<file path="src/hdl/detection_median_of_five_smoother_unit_assert.svh">
// Assertion macros for the median-of-five detection smoother.
`ifndef DETECTION_MEDIAN_OF_FIVE_SMOOTHER_UNIT_ASSERT_SVH
`define DETECTION_MEDIAN_OF_FIVE_SMOOTHER_UNIT_ASSERT_SVH

// Condition that must hold at every clock edge outside reset.
`define DMF_ASSERT_ALWAYS(label, cond, msg) \
  label: assert property (@(posedge clk) disable iff (!rst_n) (cond)) else $error(msg);

// Consequence that must hold in the cycle after the antecedent.
`define DMF_ASSERT_NEXT(label, ante, cons, msg) \
  label: assert property (@(posedge clk) disable iff (!rst_n) (ante) |=> (cons)) else $error(msg);

`endif

</file>
<file path="src/hdl/dmf_pkg.sv">
// Shared types and constants for the median-of-five detection smoother.
package dmf_pkg;

  localparam int XY_W  = 11;
  localparam int RAD_W = 10;

  // Sequencer states, one-hot.
  typedef enum logic [3:0] {
    S_IDLE = 4'b0001,
    S_CMP  = 4'b0010,
    S_SEL  = 4'b0100,
    S_MRG  = 4'b1000
  } dmf_state_t;

  // Per-step strobes from the sequencer to every lane.
  typedef struct packed {
    logic shift;
    logic cmp;
    logic sel;
  } dmf_ctrl_t;

endpackage

</file>
<file path="src/hdl/dmf_if.sv">
// Valid/ready channel interfaces for detection words and smoothed words.
interface dmf_in_if;
  import dmf_pkg::*;
  logic                 valid;
  logic                 ready;
  logic                 found;
  logic [XY_W-1:0]      centre_x;
  logic [XY_W-1:0]      centre_y;
  logic [RAD_W-1:0]     ball_radius;

  modport source (output valid, output found, output centre_x, output centre_y,
                  output ball_radius, input ready);
  modport sink   (input valid, input found, input centre_x, input centre_y,
                  input ball_radius, output ready);
endinterface

interface dmf_out_if;
  import dmf_pkg::*;
  logic                 valid;
  logic                 ready;
  logic [XY_W-1:0]      smooth_x;
  logic [XY_W-1:0]      smooth_y;
  logic [RAD_W-1:0]     smooth_radius;
  logic                 present;

  modport source (output valid, output smooth_x, output smooth_y,
                  output smooth_radius, output present, input ready);
  modport sink   (input valid, input smooth_x, input smooth_y,
                  input smooth_radius, input present, output ready);
endinterface

</file>
<file path="src/hdl/dmf_lane.sv">
// One channel lane: sliding window, pairwise rank matrix and median pick.
module dmf_lane
  import dmf_pkg::*;
#(
  parameter int WINDOW_LEN = 5,
  parameter int WIDTH      = 11
) (
  input  logic             clk,
  input  logic             rst_n,
  input  dmf_ctrl_t        ctrl,
  input  logic [WIDTH-1:0] sample,
  output logic [WIDTH-1:0] median
);

  localparam int MID    = WINDOW_LEN / 2;
  localparam int RANK_W = $clog2(WINDOW_LEN) + 1;

  logic [WIDTH-1:0]      win_r     [WINDOW_LEN];
  logic [WINDOW_LEN-1:0] below_r   [WINDOW_LEN];
  logic [WINDOW_LEN-1:0] below_nxt [WINDOW_LEN];
  logic [WIDTH-1:0]      median_r;
  logic [WIDTH-1:0]      median_nxt;

  // Shift line, oldest entry at index zero.
  always_ff @(posedge clk) begin
    if (!rst_n) begin
      for (int i = 0; i < WINDOW_LEN; i++) begin
        win_r[i] <= '0;
      end
    end else if (ctrl.shift) begin
      for (int i = 0; i < WINDOW_LEN - 1; i++) begin
        win_r[i] <= win_r[i + 1];
      end
      win_r[WINDOW_LEN-1] <= sample;
    end
  end

  // below[i][j]: entry j sorts ahead of entry i (ties broken by position).
  always_comb begin
    for (int i = 0; i < WINDOW_LEN; i++) begin
      for (int j = 0; j < WINDOW_LEN; j++) begin
        below_nxt[i][j] = (j != i) &&
                          ((win_r[j] < win_r[i]) || ((win_r[j] == win_r[i]) && (j < i)));
      end
    end
  end

  always_ff @(posedge clk) begin
    if (ctrl.cmp) begin
      below_r <= below_nxt;
    end
  end

  // Ranks form a permutation, so exactly one entry sits at the middle rank.
  always_comb begin
    logic [RANK_W-1:0] rank;
    median_nxt = '0;
    rank       = '0;
    for (int i = 0; i < WINDOW_LEN; i++) begin
      rank = RANK_W'($countones(below_r[i]));
      if (rank == RANK_W'(MID)) begin
        median_nxt = median_nxt | win_r[i];
      end
    end
  end

  always_ff @(posedge clk) begin
    if (ctrl.sel) begin
      median_r <= median_nxt;
    end
  end

  assign median = median_r;

endmodule

</file>
<file path="src/hdl/dmf_merge.sv">
// Merge of the three lane medians into the registered result word.
module dmf_merge
  import dmf_pkg::*;
(
  input  logic             clk,
  input  logic             load,
  input  logic [XY_W-1:0]  med_x,
  input  logic [XY_W-1:0]  med_y,
  input  logic [RAD_W-1:0] med_radius,
  output logic [XY_W-1:0]  smooth_x,
  output logic [XY_W-1:0]  smooth_y,
  output logic [RAD_W-1:0] smooth_radius,
  output logic             present
);

  logic [XY_W-1:0]  x_r;
  logic [XY_W-1:0]  y_r;
  logic [RAD_W-1:0] radius_r;
  logic             present_r;
  logic             hit;

  assign hit = (med_radius != '0);

  // Drop the position when the median radius says nothing was seen.
  always_ff @(posedge clk) begin
    if (load) begin
      x_r       <= hit ? med_x : '0;
      y_r       <= hit ? med_y : '0;
      radius_r  <= med_radius;
      present_r <= hit;
    end
  end

  assign smooth_x      = x_r;
  assign smooth_y      = y_r;
  assign smooth_radius = radius_r;
  assign present       = present_r;

endmodule

</file>
<file path="src/hdl/detection_median_of_five_smoother_unit.sv">
// Top level of the sliding-window median smoother for ball detections.
//
// Usage:
//   in_ch carries one detection word per camera frame: found, centre_x,
//   centre_y and ball_radius. A word with found low enters the window as
//   zeros on all three channels. out_ch returns exactly one smoothed word
//   per accepted detection: the median over the last WINDOW_LEN words of
//   the column, the row and the radius, with the position zeroed and
//   present low whenever the median radius is zero.
//   Steps: the window shifts on the edge that takes the input word, then
//   the compare, select and merge states follow in that order; merge
//   holds on a receiver stall. No new word enters until merge is done;
//   the three lanes share one sequencer, which takes a word only when idle.
//   Reset (rst_n low, synchronous) empties the output register and loads
//   zeros into every window entry, so early words see those zeros.
//   Receiver stall: the result waits in the output register; the next
//   detection is still accepted and worked on, and its merge step holds
//   until the waiting word has been taken.
module detection_median_of_five_smoother_unit
  import dmf_pkg::*;
#(
  parameter int WINDOW_LEN = 5
) (
  input logic      clk,
  input logic      rst_n,
  dmf_in_if.sink   in_ch,
  dmf_out_if.source out_ch
);

  dmf_state_t       state_r;
  dmf_state_t       state_nxt;
  logic             out_valid_r;
  logic             out_valid_nxt;
  logic             in_take;
  logic             load;
  dmf_ctrl_t        ctrl;

  logic [XY_W-1:0]  samp_x;
  logic [XY_W-1:0]  samp_y;
  logic [RAD_W-1:0] samp_radius;
  logic [XY_W-1:0]  med_x;
  logic [XY_W-1:0]  med_y;
  logic [RAD_W-1:0] med_radius;

  // Accept a word only between items.
  assign in_ch.ready = (state_r == S_IDLE);
  assign in_take     = in_ch.valid && in_ch.ready;

  // Merge once the output register is free or is being emptied this edge.
  assign load = (state_r == S_MRG) && (!out_valid_r || out_ch.ready);

  assign ctrl.shift = in_take;
  assign ctrl.cmp   = (state_r == S_CMP);
  assign ctrl.sel   = (state_r == S_SEL);

  // A miss pushes zeros into every window.
  assign samp_x      = in_ch.found ? in_ch.centre_x    : '0;
  assign samp_y      = in_ch.found ? in_ch.centre_y    : '0;
  assign samp_radius = in_ch.found ? in_ch.ball_radius : '0;

  always_comb begin
    state_nxt = state_r;
    case (state_r)
      S_IDLE: begin
        if (in_take) begin
          state_nxt = S_CMP;
        end
      end
      S_CMP: state_nxt = S_SEL;
      S_SEL: state_nxt = S_MRG;
      S_MRG: begin
        if (load) begin
          state_nxt = S_IDLE;
        end
      end
      default: state_nxt = S_IDLE;
    endcase
  end

  always_comb begin
    if (load) begin
      out_valid_nxt = 1'b1;
    end else if (out_ch.ready) begin
      out_valid_nxt = 1'b0;
    end else begin
      out_valid_nxt = out_valid_r;
    end
  end

  always_ff @(posedge clk) begin
    if (!rst_n) begin
      state_r     <= S_IDLE;
      out_valid_r <= 1'b0;
    end else begin
      state_r     <= state_nxt;
      out_valid_r <= out_valid_nxt;
    end
  end

  // One lane per channel, all driven by the same strobes.
  dmf_lane #(.WINDOW_LEN(WINDOW_LEN), .WIDTH(XY_W)) u_lane_x (
    .clk    (clk),
    .rst_n  (rst_n),
    .ctrl   (ctrl),
    .sample (samp_x),
    .median (med_x)
  );

  dmf_lane #(.WINDOW_LEN(WINDOW_LEN), .WIDTH(XY_W)) u_lane_y (
    .clk    (clk),
    .rst_n  (rst_n),
    .ctrl   (ctrl),
    .sample (samp_y),
    .median (med_y)
  );

  dmf_lane #(.WINDOW_LEN(WINDOW_LEN), .WIDTH(RAD_W)) u_lane_r (
    .clk    (clk),
    .rst_n  (rst_n),
    .ctrl   (ctrl),
    .sample (samp_radius),
    .median (med_radius)
  );

  dmf_merge u_merge (
    .clk           (clk),
    .load          (load),
    .med_x         (med_x),
    .med_y         (med_y),
    .med_radius    (med_radius),
    .smooth_x      (out_ch.smooth_x),
    .smooth_y      (out_ch.smooth_y),
    .smooth_radius (out_ch.smooth_radius),
    .present       (out_ch.present)
  );

  assign out_ch.valid = out_valid_r;

  `include "detection_median_of_five_smoother_unit_assert.svh"

  `DMF_ASSERT_ALWAYS(a_present_match, !out_ch.valid || (out_ch.present == (out_ch.smooth_radius != '0)), "present disagrees with median radius")
  `DMF_ASSERT_ALWAYS(a_miss_zero_pos, !out_ch.valid || out_ch.present || ((out_ch.smooth_x == '0) && (out_ch.smooth_y == '0)), "position not cleared on miss")
  `DMF_ASSERT_NEXT(a_one_at_a_time, in_take, !in_ch.ready, "second word taken while busy")
  `DMF_ASSERT_NEXT(a_load_shows, load, out_ch.valid, "merged word not presented")

endmodule
</file>
<file path="src/flat_wrapper.sv">
// flat-port wrapper written by rule: the top's interface ports become plain ports
module detection_median_of_five_smoother_unit_flat import dmf_pkg::*;
#(
  parameter int WINDOW_LEN = 5
)
  (clk, rst_n, in_ch_valid, in_ch_found, in_ch_centre_x, in_ch_centre_y, in_ch_ball_radius, in_ch_ready, out_ch_valid, out_ch_smooth_x, out_ch_smooth_y, out_ch_smooth_radius, out_ch_present, out_ch_ready);
  dmf_in_if in_ch_i ();
  dmf_out_if out_ch_i ();
  input logic clk;
  input logic rst_n;
  input wire logic [$bits(in_ch_i.valid)-1:0] in_ch_valid;
  input wire logic [$bits(in_ch_i.found)-1:0] in_ch_found;
  input wire logic [$bits(in_ch_i.centre_x)-1:0] in_ch_centre_x;
  input wire logic [$bits(in_ch_i.centre_y)-1:0] in_ch_centre_y;
  input wire logic [$bits(in_ch_i.ball_radius)-1:0] in_ch_ball_radius;
  output wire logic [$bits(in_ch_i.ready)-1:0] in_ch_ready;
  output wire logic [$bits(out_ch_i.valid)-1:0] out_ch_valid;
  output wire logic [$bits(out_ch_i.smooth_x)-1:0] out_ch_smooth_x;
  output wire logic [$bits(out_ch_i.smooth_y)-1:0] out_ch_smooth_y;
  output wire logic [$bits(out_ch_i.smooth_radius)-1:0] out_ch_smooth_radius;
  output wire logic [$bits(out_ch_i.present)-1:0] out_ch_present;
  input wire logic [$bits(out_ch_i.ready)-1:0] out_ch_ready;
  assign in_ch_i.valid = in_ch_valid;
  assign in_ch_i.found = in_ch_found;
  assign in_ch_i.centre_x = in_ch_centre_x;
  assign in_ch_i.centre_y = in_ch_centre_y;
  assign in_ch_i.ball_radius = in_ch_ball_radius;
  assign in_ch_ready = in_ch_i.ready;
  assign out_ch_valid = out_ch_i.valid;
  assign out_ch_smooth_x = out_ch_i.smooth_x;
  assign out_ch_smooth_y = out_ch_i.smooth_y;
  assign out_ch_smooth_radius = out_ch_i.smooth_radius;
  assign out_ch_present = out_ch_i.present;
  assign out_ch_i.ready = out_ch_ready;
  detection_median_of_five_smoother_unit #(.WINDOW_LEN(WINDOW_LEN)) u_core (.clk(clk), .rst_n(rst_n), .in_ch(in_ch_i), .out_ch(out_ch_i));
endmodule
</file>
<file path="config.mk">
export PLATFORM = sky130hd
export DESIGN_NAME = detection_median_of_five_smoother_unit_flat
export DESIGN_NICKNAME = d
export VERILOG_FILES = /design/src/hdl/dmf_pkg.sv /design/src/hdl/dmf_if.sv /design/src/hdl/dmf_lane.sv /design/src/hdl/dmf_merge.sv /design/src/hdl/detection_median_of_five_smoother_unit.sv /design/src/flat_wrapper.sv
export VERILOG_INCLUDE_DIRS = /design/src /design/src/hdl
export SDC_FILE = /design/constraint.sdc
export NUM_CORES = 1
export LEC_CHECK = 0
export ABC_CLOCK_PERIOD_IN_PS = 8700
export BUFFER_PORTS_ARGS = -buffer_cell sky130_fd_sc_hd__buf_2
export CORE_MARGIN = 1.5
export CORE_UTILIZATION = 50
export DETAILED_ROUTE_END_ITERATION = 7
export PLACE_DENSITY_LB_ADDON = 0.2
export SLEW_MARGIN = 20
export SYNTH_ARGS = -nofsm -noshare
export SYNTH_HDL_FRONTEND = slang
export SYNTH_SLANG_ARGS = --single-unit
</file>
<file path="constraint.sdc">
create_clock -name clk -period 8.7 [get_ports clk]
set_clock_uncertainty 0.05 [all_clocks]
set_input_delay 1.305 -clock clk [delete_from_list [all_inputs] [get_ports clk]]
set_output_delay 1.305 -clock clk [all_outputs]
set_load 0.02 [all_outputs]
</file>
==> results_dict.tcl <==
set metrics [dict create \
    start_util 0.510 \
    setup_violations 0 \
    cp_cell_sequence "ha_1 > ha_1 > inv_1 > fa_1 > nor3b_2 > a222oi_1 > nand2_1" \
    whs_ns 0.405 \
    drc 2 \
    cts_inserted_buffers 34 \
    placed_area_sq_um 20200 \
    area_growth_pct 10.9 \
    cp.depth 7 \
    ctsResizeCount 0 \
    io_buffer_count 71 \
    synth_top_family_by_area "adder cells" \
    endpoint_kind "register" \
    period_share 0.331 \
    violations "DRC" \
    grt_overflow 0 \
    synth_common_cells "353 x ha_1, 285 x edfxtp_1, 171 x inv_1, 152 x and2_1, 106 x a21oi_1" \
    min_path_cells 0 \
    synth_compound_gate_area_share 0.113 \
    final.setup.tns_ns 0 \
    r2r-start "u_core.u_lane_x.below_r[0]" \
    rrSetupSlack_ns 5.82 \
    synth_warnings 0 \
    synthMuxAreaShare 0.000519 \
    synth_fa_ha_area_frac 0.245 \
    yosysMostFrequentCell "ha_1" \
    ys_seq_elements 290 \
    timing_worst_setup_path_type "register to register" \
    synth-xor-area-share 0.000454 \
    netlist_instances 1705 \
    whs_endpoint "u_core.u_merge.smooth_radius[7]" \
    grt_max_degree 124 \
    hp-class "register to register" \
    yosysTopAreaCell "edfxtp_1" \
    wirelength_mm 48.5 \
    dieArea_sq_um 39800 \
    htreeDepth 2 \
    critPathBufInv 1 \
    clk_latency_ns 0.55 \
    first_global_vias 13210 \
    synth_area_sq_um 19300 \
    cap_violations 0 \
    ant_nets 0 \
    fin_area_sq_um 21400 \
    drv_slew 0 \
    antenna_found_initial 0 \
    netlist.area_leader.share 0.444 \
    clock-sinks 290 \
    final_hold_viol_count 0 \
    clk_pin_slew_worst_paths_ns 0.06 \
    syn-num-nets 2110 \
    grt_pass1_wl_mm 74.9 \
    hold_buffers 0 \
    r2r_end "u_core.u_lane_x.median[7]" \
    synth_edf_count 285 \
    crit_slowest_cell "nor3b_2" \
    ys_top_cells_by_area "edfxtp_1 44%, ha_1 23%, and2_1 4.9%" \
    period_needed_ns 2.88 \
    fp.dieH_microns 199 \
    cts_tree "built" \
    via_per_inst 5.86 \
    dp_hpwl_mm 35.9 \
    final_nets 2194 \
    worstPathRequired_ns 9.04 \
    rsz0062_at_grt "no" \
    outcome "finished with violations" \
    post_cts_buffers 0 \
    ys_types 47 \
    yosys.area_share.simple 0.148 \
    drive_gt1_frac 0.0948 \
    io_pins 72 \
    core_area_sq_um 37800 \
    seq_area_frac_synth 0.449 \
    clockBufferDepth 3 \
    hp-start "u_core.u_lane_r.median[7]" \
    synth_flop_cell "edfxtp_1" \
    worst_setup_path_start_kind "register" \
    path_max_fanout 11 \
    ys_async_sr_fraction 0 \
    place_congestion 0.955 \
    drt_pass1_iterations 8 \
    cpPeakStageDelay_ns 0.86 \
    clockRootBuffer "clkbuf_16" \
    critical-path-top-delay-family "simple AND/OR/NAND/NOR gates" \
    cp.arrival_ns 3.22 \
    max_clock_freq_mhz 347 \
    dr.first_iter.drc_count 1165 \
    rows 71 \
    p_leak_nw 9.23 \
    antenna_cells 0 \
    vias 13637 \
    grt_usage 0.250 \
    die_w_microns 199 \
    ir_drop_v 0.000165 \
    cpMostUsedCell "ha_1" \
    max_slew_margin 0.291 \
    r2r_cells 7 \
    pwr_density_cell_nw_per_um2 197 \
    wl_per_cell_microns 20.8 \
    worstMarginPinSlew_ns 1.06 \
    synth.avg_cell_area_sq_um 11.3 \
]
[flip-flops by register name, summed over array words and instances, names as in the netlist]
signal and count:
u_core.out_ch.valid 1, u_core.u_lane_x.below_r 20, u_core.state_r 4, u_core.u_merge.present 1, u_core.u_lane_r.win_r 50, u_core.u_lane_y.below_r 20
u_core.u_lane_y.win_r 55, u_core.u_merge.smooth_radius 10, u_core.u_lane_r.median 10, u_core.u_merge.smooth_y 11, u_core.u_lane_x.median 11, u_core.u_lane_y.median 11
u_core.u_lane_x.win_r 55, u_core.u_merge.smooth_x 11, u_core.u_lane_r.below_r 20
[metrics by stage]
stage / power, mW / util / instances / setup slack (ns)
global placement: 2.68 / 0.535 / 2264 / 5.33
detailed placement: 2.72 / 0.535 / 2264 / 5.29
floorplan: 2.41 / - / 1705 / 1.26
CTS: 4.23 / 0.565 / 2326 / 5.78
finish: 4.21 / 0.565 / 2326 / 5.82
global route: 4.43 / 0.565 / 2326 / 5.72
[layout make-up]
| type | instances | area [sq um] |
|---|---|---|
| fillers | 3188 | 16400 |
| clock inverters | 20 | 254 |
| inverters | 171 | 642 |
| well taps | 511 | 639 |
| repair buffers | 82 | 438 |
| flip-flops and latches | 290 | 8660 |
| multi-input cells | 1210 | 9850 |
| clock buffers | 42 | 912 |
[worst register-to-register path: stages (launching register included)]
cell and delay [ns]:
edfxtp_1 0.37, ha_1 0.30, ha_1 0.20, inv_1 0.07
fa_1 0.44, nor3b_2 0.86, a222oi_1 0.25, nand2_1 0.21
[power breakdown]
group	internal, mW	switching [mW]	total [mW]
Combinational	0.371	0.538	0.909
Clock	0.904	0.596	1.50
Sequential	1.66	0.137	1.80
[placed cells by master, fill, tap and decap left out, drive strengths merged, types with 5 or more instances in the layout]
cell type	Yosys	routed
a21o	32	32
and2	152	152
o21ai	70	70
nand2b	30	30
buf	13	82
clkinv	0	9
and4	10	10
nand4	22	22
a22oi	42	42
nand3b	8	8
ha	353	353
nor3	27	27
a31o	19	19
a211oi	12	12
nor2	20	20
nand3	39	39
nor3b	15	15
a31oi	19	19
nor2b	28	28
a221o	9	9
and3	46	46
inv	171	174
a21oi	106	106
a222oi	22	22
edfxtp	285	285
clkbuf	21	42
bufinv	0	5
fa	15	15
nand2	94	94
dfxtp	5	5
[routing by layer]
layer,wire length [microns],track usage,up-vias
met5,0,0,-
met4,1590,0.0994,0
met3,2790,0.0459,93
met2,21800,0.388,427
met1,22300,0.346,6592
li1,-,-,6525
[worst max path at each step]
stage	startpoint	slack (ns)	end
floorplan	u_core.state_r[1]	1.26	u_core.u_lane_r.below_r[0]
global placement	in_ch_valid	5.33	u_core.u_lane_r.win_r[0][14]
detailed placement	in_ch_valid	5.29	u_core.u_lane_r.win_r[0][14]
CTS	u_core.state_r[0]	5.78	in_ch_ready
global route	u_core.u_lane_x.below_r[0]	5.72	u_core.u_lane_x.median[7]
finish	u_core.u_lane_x.below_r[0]	5.82	u_core.u_lane_x.median[7]
[logic make-up (layout without fill, tap and decap cells)]
| group | after synthesis | count (layout) |
|---|---|---|
| xor gates and xnor gates | 1 | 1 |
| DFF | 290 | 290 |
| adders and majority gates | 368 | 368 |
| buffers and inverters | 205 | 315 |
| AOI/OAI and AO/OA | 339 | 339 |
| muxes | 1 | 1 |
| and+or+nand+nor | 501 | 501 |
Power figures use the tool's default switching activity.
